## src/design/bpa_ram.sv

```systemverilog
// ----------------------------------------------------------------------------
// Generic RAM
// One write port, one read port, registered read data.
// ----------------------------------------------------------------------------
module bpa_ram #(
  parameter int unsigned WIDTH = 64,
  parameter int unsigned DEPTH = 64,
  parameter int unsigned AW    = (DEPTH > 1) ? $clog2(DEPTH) : 1
) (
  input  logic             clk_i,
  input  logic             we_i,
  input  logic [AW-1:0]    waddr_i,
  input  logic [WIDTH-1:0] wdata_i,
  input  logic [AW-1:0]    raddr_i,
  output logic [WIDTH-1:0] rdata_o
);

  logic [WIDTH-1:0] mem_q [DEPTH];
  logic [WIDTH-1:0] rdata_q;

  always_ff @(posedge clk_i) begin
    if (we_i) begin
      mem_q[waddr_i] <= wdata_i;
    end
    rdata_q <= mem_q[raddr_i];
  end

  assign rdata_o = rdata_q;

endmodule

```

## config.mk

```make
export PLATFORM = sky130hd
export DESIGN_NAME = bpa_ram
export DESIGN_NICKNAME = d
export VERILOG_FILES = /design/src/design/bpa_ram.sv
export SDC_FILE = /design/constraint.sdc
export NUM_CORES = 2
export LEC_CHECK = 0
export BUFFER_PORTS_ARGS = -buffer_cell sky130_fd_sc_hd__buf_2
export CAP_MARGIN = 5
export CORE_MARGIN = 2
export CORE_UTILIZATION = 35
export CTS_BUF_LIST = sky130_fd_sc_hd__clkbuf_4
export DETAILED_ROUTE_END_ITERATION = 16
export GPL_ROUTABILITY_DRIVEN = 1
export PLACE_DENSITY = 0.47
export SKIP_CTS_REPAIR_TIMING = 1
export SLEW_MARGIN = 30
export SYNTH_ARGS = -nofsm -noshare
export SYNTH_HDL_FRONTEND = slang
export SYNTH_SLANG_ARGS = --single-unit
```

## constraint.sdc

```tcl
create_clock -name clk_i -period 19 [get_ports clk_i]
set_clock_uncertainty 0.1 [all_clocks]
set_input_delay 3.8 -clock clk_i [delete_from_list [all_inputs] [get_ports clk_i]]
set_output_delay 3.8 -clock clk_i [all_outputs]
set_load 0.02 [all_outputs]
```

== After elaboration in Yosys (flattened, before gate mapping) ==
Memory sizes are Yosys's and may differ from the RTL's. A register that Yosys moved wholly into a read port is not among the register bits.
Cells that the tools add are included.
Storage, ports and cells
  register bits after elaboration: 0
  memory bits (writable): 4096
  bits of input ports: 78
  output and inout port bits: 64
  logic and storage cells: 3
  memories kept: 1
Memory list
  mem_q: words 64, width 64, rd ports 1, clocked after Yosys merged registers in 1, wr ports 1, RTL line 18  | logic [WIDTH-1:0] mem_q [DEPTH];
Cells by class
  mux-type cells: 2
Operators by type and width (count)
  two-way mux 1 bit: 2

== Depth between registers and ports, before layout ==
  depth after elaboration: 2
  gate-level depth with buffers: 9
  gate-level depth less buffers: 5

== Worst setup path before layout ==
Ideal clock, no wire load.
  path type: input port to flip-flop
  from: input port waddr_i[3]
  to: memory mem_q[48][0] (enable)
  setup time: 0.564 ns
  arrival: 8.672 ns
  required time: 18.336 ns
  setup slack: 9.664 ns
  stages on the path: 4
  path buffers: 1
  cell sequence: clkbuf_1 > nor2b_1 > nand4b_1 > nor3_1
RTL lines
  start: declaration: RTL line 12  | input logic [AW-1:0] waddr_i,
  end: declaration: RTL line 18
No word-level cell before the write port.

==> results.json <==
{
  "status": "complete, no violations",
  "worstMarginPinSlew_ns": 1.07,
  "overflow": 0,
  "hold_depth": 4,
  "drive_above_1_share": 0.388,
  "cts_buffer_depth": 5,
  "wl_um": 500000,
  "synthSimpleGateAreaFrac": 0.0124,
  "finalHoldViolCount": 0,
  "cap_violations": 0,
  "clock-sinks": 4160,
  "die_h_um": 672,
  "place_ws_ns": 10.37,
  "dr.pass1.iters": 5,
  "fill_cells": 39800,
  "die_area_um2": 452000,
  "crit_top_cell": "buf_4",
  "htreeDepth": 7,
  "gr-usage-met2": 0.356,
  "r2r-end": "rdata_o[50]$_DFF_P_",
  "critPathLaunch": "raddr_i[1]",
  "ff2ff_path_depth": 5,
  "power_density_nw_per_um2": 106,
  "dp_hpwl_um": 263000,
  "yosys_warnings": 0,
  "fmax_ghz": 0.144,
  "fin_nets": 7881,
  "muxShareOfSynthArea": 0.156,
  "syn_to_final_growth_pct": 15.3,
  "cts.clk_slew.worst_paths_ns": 0.06,
  "slowest_stage": "buf_4",
  "syn_nets": 6676,
  "placementRows": 245,
  "synth.cell_area_um2": 156000,
  "vdd_drop_max_mv": 0.0587,
  "io_buffer_count": 141,
  "avgSynthCellArea_um2": 23.7,
  "rr_startpoint": "mem_q[12][50]$_DFFE_PP_",
  "p_leak_nw": 57.3,
  "post_drt_wl_per_cell_um": 34.4,
  "synth_top_family_by_area": "multiplexers",
  "ys_types": 33,
  "power.total_mw": 19.0,
  "rsz0062_at_grt": "false",
  "grt_pass1_wl_um": 680000,
  "crit_required_ns": 20.41,
  "grt_max_degree": 99,
  "via_per_inst": 5.55,
  "clockRootBuffer": "clkbuf_4",
  "top_usage_layer": "met2",
  "drtIter0Drc": 8505,
  "grt_antenna_before_repair": 57,
  "hold_end": "rdata_o[26]$_DFF_P_",
  "grt_pass1_vias": 83900,
  "setup_tns_ns": 0,
  "crit_buf_inv": 5,
  "rrSetupSlack_ns": 16.69,
  "die_x_um": 672,
  "track_usage": 0.221,
  "synth_compound_area_frac": 0.0248,
  "remaining_drc_errors": 0,
  "clk_latency_ns": 1.72,
  "arrival_ns": 8.36,
  "yosys.area_share.adder": 0,
  "maxSlewViolCount": 0,
  "crit_fanout": 59,
  "gp_congestion": 0.752,
  "final-setup-viol-count": 0,
  "initial_utilization": 0.351,
  "ys_seq_area_frac": 0.795,
  "crit_family": "buffers and inverters",
  "core_um2": 445000,
  "numCtsBuffers": 1171,
  "synth-xor-area-share": 0,
  "use_met1": 0.298,
  "crit_path_end_kind": "flip-flop",
  "startpoint_type": "input port",
  "ant_nets": 0,
  "setup_ws_ns": 12.06,
  "hold_class": "reg2reg",
  "syn-instance-count": 6598,
  "grtUsageMet3": 0.0503,
  "min_from": "mem_q[47][26]$_DFFE_PP_",
  "io_pins": 142,
  "ys_seq_elements": 4160,
  "post-route-min-period_ns": 6.94,
  "critical_path_class": "in2reg",
  "num_vias": 80400,
  "slowest_delay_ns": 0.77,
  "fin_crit_sh": 0.365,
  "cts_tree": "done",
  "crit_chain": "buf_8 > buf_4 > buf_4 > buf_4 > buf_4 > mux4_2 > o221ai_1 > o22ai_1 > and3_1",
  "maxSlewHeadroom": 0.288
}
==> layout make-up <==
type | count | area, um2 | share of cell area
flip-flops and latches | 4160 | 124000 | 0.689
multi-input cells | 2049 | 30800 | 0.171
clock buffers | 1722 | 12900 | 0.0717
well taps | 5928 | 7420 | 0.0411
repair buffers | 402 | 3630 | 0.0201
clock inverters | 200 | 1130 | 0.00626
inverters | 19 | 71.3 | 0.000395
diodes | 26 | 65.1 | 0.000361
==> layer usage <==
layer | part of all wire | up-vias | routed length [um]
li1 | - | 31700 | -
met1 | 0.42 | 44600 | 211000
met2 | 0.49 | 3417 | 243000
met3 | 0.069 | 711 | 34300
met4 | 0.022 | 16 | 11100
met5 | 0.00019 | - | 97
==> cells in the final DEF, fill, tap and decap left out, types with 4 or more instances in the layout <==
master,n
a211oi_1,61
a22o_1,88
a22oi_1,168
a2bb2oi_1,19
a31oi_1,18
a41oi_1,26
and3_1,64
buf_12,13
buf_16,26
buf_2,75
buf_4,261
buf_6,22
buf_8,5
bufinv_16,13
clkbuf_4,1722
clkinv_1,146
clkinv_2,13
clkinv_4,4
dfxtp_1,64
diode_2,26
edfxtp_1,4096
inv_1,19
inv_2,24
mux2i_1,135
mux4_2,1024
nand2_1,54
nand2b_1,7
nand3_1,45
nor2_1,47
nor2_4,65
nor2b_1,24
o221ai_1,38
o22ai_1,83
or2_2,28
or3_1,29
==> how the worst max path moves through the flow <==
stage,cells after the start,end
6_report,9,rdata_o[30]$_DFF_P_
5_1_grt,9,rdata_o[30]$_DFF_P_
4_1_cts,1,rdata_o[1]
3_5_place_dp,9,rdata_o[30]$_DFF_P_
3_3_place_gp,9,rdata_o[30]$_DFF_P_
2_1_floorplan,4,mem_q[48][0]$_DFFE_PP_
==> state kept, by name, summed over array words and instances (netlist names) <==
| register | cells |
|---|---|
| mem_q | 4096 |
| rdata_o | 64 |
==> worst reg2reg max path, stage by stage (launching register included) <==
cell and delay [ns]:
edfxtp_1 0.37, mux4_2 0.45, nor2b_1 0.15, a211oi_1 0.54, o22ai_1 0.36, and3_1 0.26
==> metrics by stage <==
stage	std cells	cell area [um2]	utilization	hold slack (ns)
after floorplan	6598	156000	-	0.688
after global placement	12500	165000	0.371	0.716
after detailed placement	12600	166000	0.373	0.720
after CTS	14500	180000	0.404	0.709
after global routing	14500	180000	0.405	0.773
final	14500	180000	0.405	0.735
==> logic make-up (layout without fill, tap and decap cells) <==
group | count (synthesis) | in the layout
buf+inv | 389 | 2343
mux | 1159 | 1159
simple gates | 386 | 386
compound gates | 504 | 504
flops | 4160 | 4160
other cells | 0 | 26
==> report_power, final <==
part	switching (mW)	total [mW]	internal (mW)
combinational	0.584	0.904	0.320
clock	3.64	7.93	4.28
sequential	0.0507	10.2	10.2
==> synthesized netlist by cell type <==
cell       instances  area share
a211oi_1          63      0.0030
a22o_1            88      0.0049
a22oi_1          168      0.0081
a2bb2oi_1         19      0.0011
a31o_1             1    0.000056
a31oi_1           18     0.00072
a41oi_1           26      0.0015
and2_1             3     0.00012
and3_1            64      0.0026
buf_1             20     0.00048
buf_2            170      0.0054
buf_4             34      0.0016
buf_6              6     0.00043
clkbuf_1         140      0.0034
dfxtp_1           64      0.0082
edfxtp_1        4096        0.79
inv_1             19     0.00046
mux2i_1          135      0.0086
mux4_2          1024        0.15
nand2_1           58      0.0014
nand2b_1          11     0.00044
nand3_1           45      0.0014
nand3b_1           2    0.000096
nand4_1            2    0.000080
nand4b_1           1    0.000056
nor2_1           112      0.0027
nor2b_1           28      0.0011
nor3_1             2    0.000064
o221ai_1          38      0.0021
o22ai_1           83      0.0033
or2_2             28      0.0011
or3_1             29      0.0012
or3b_2             1    0.000056
(Power assumes the default switching activity.)
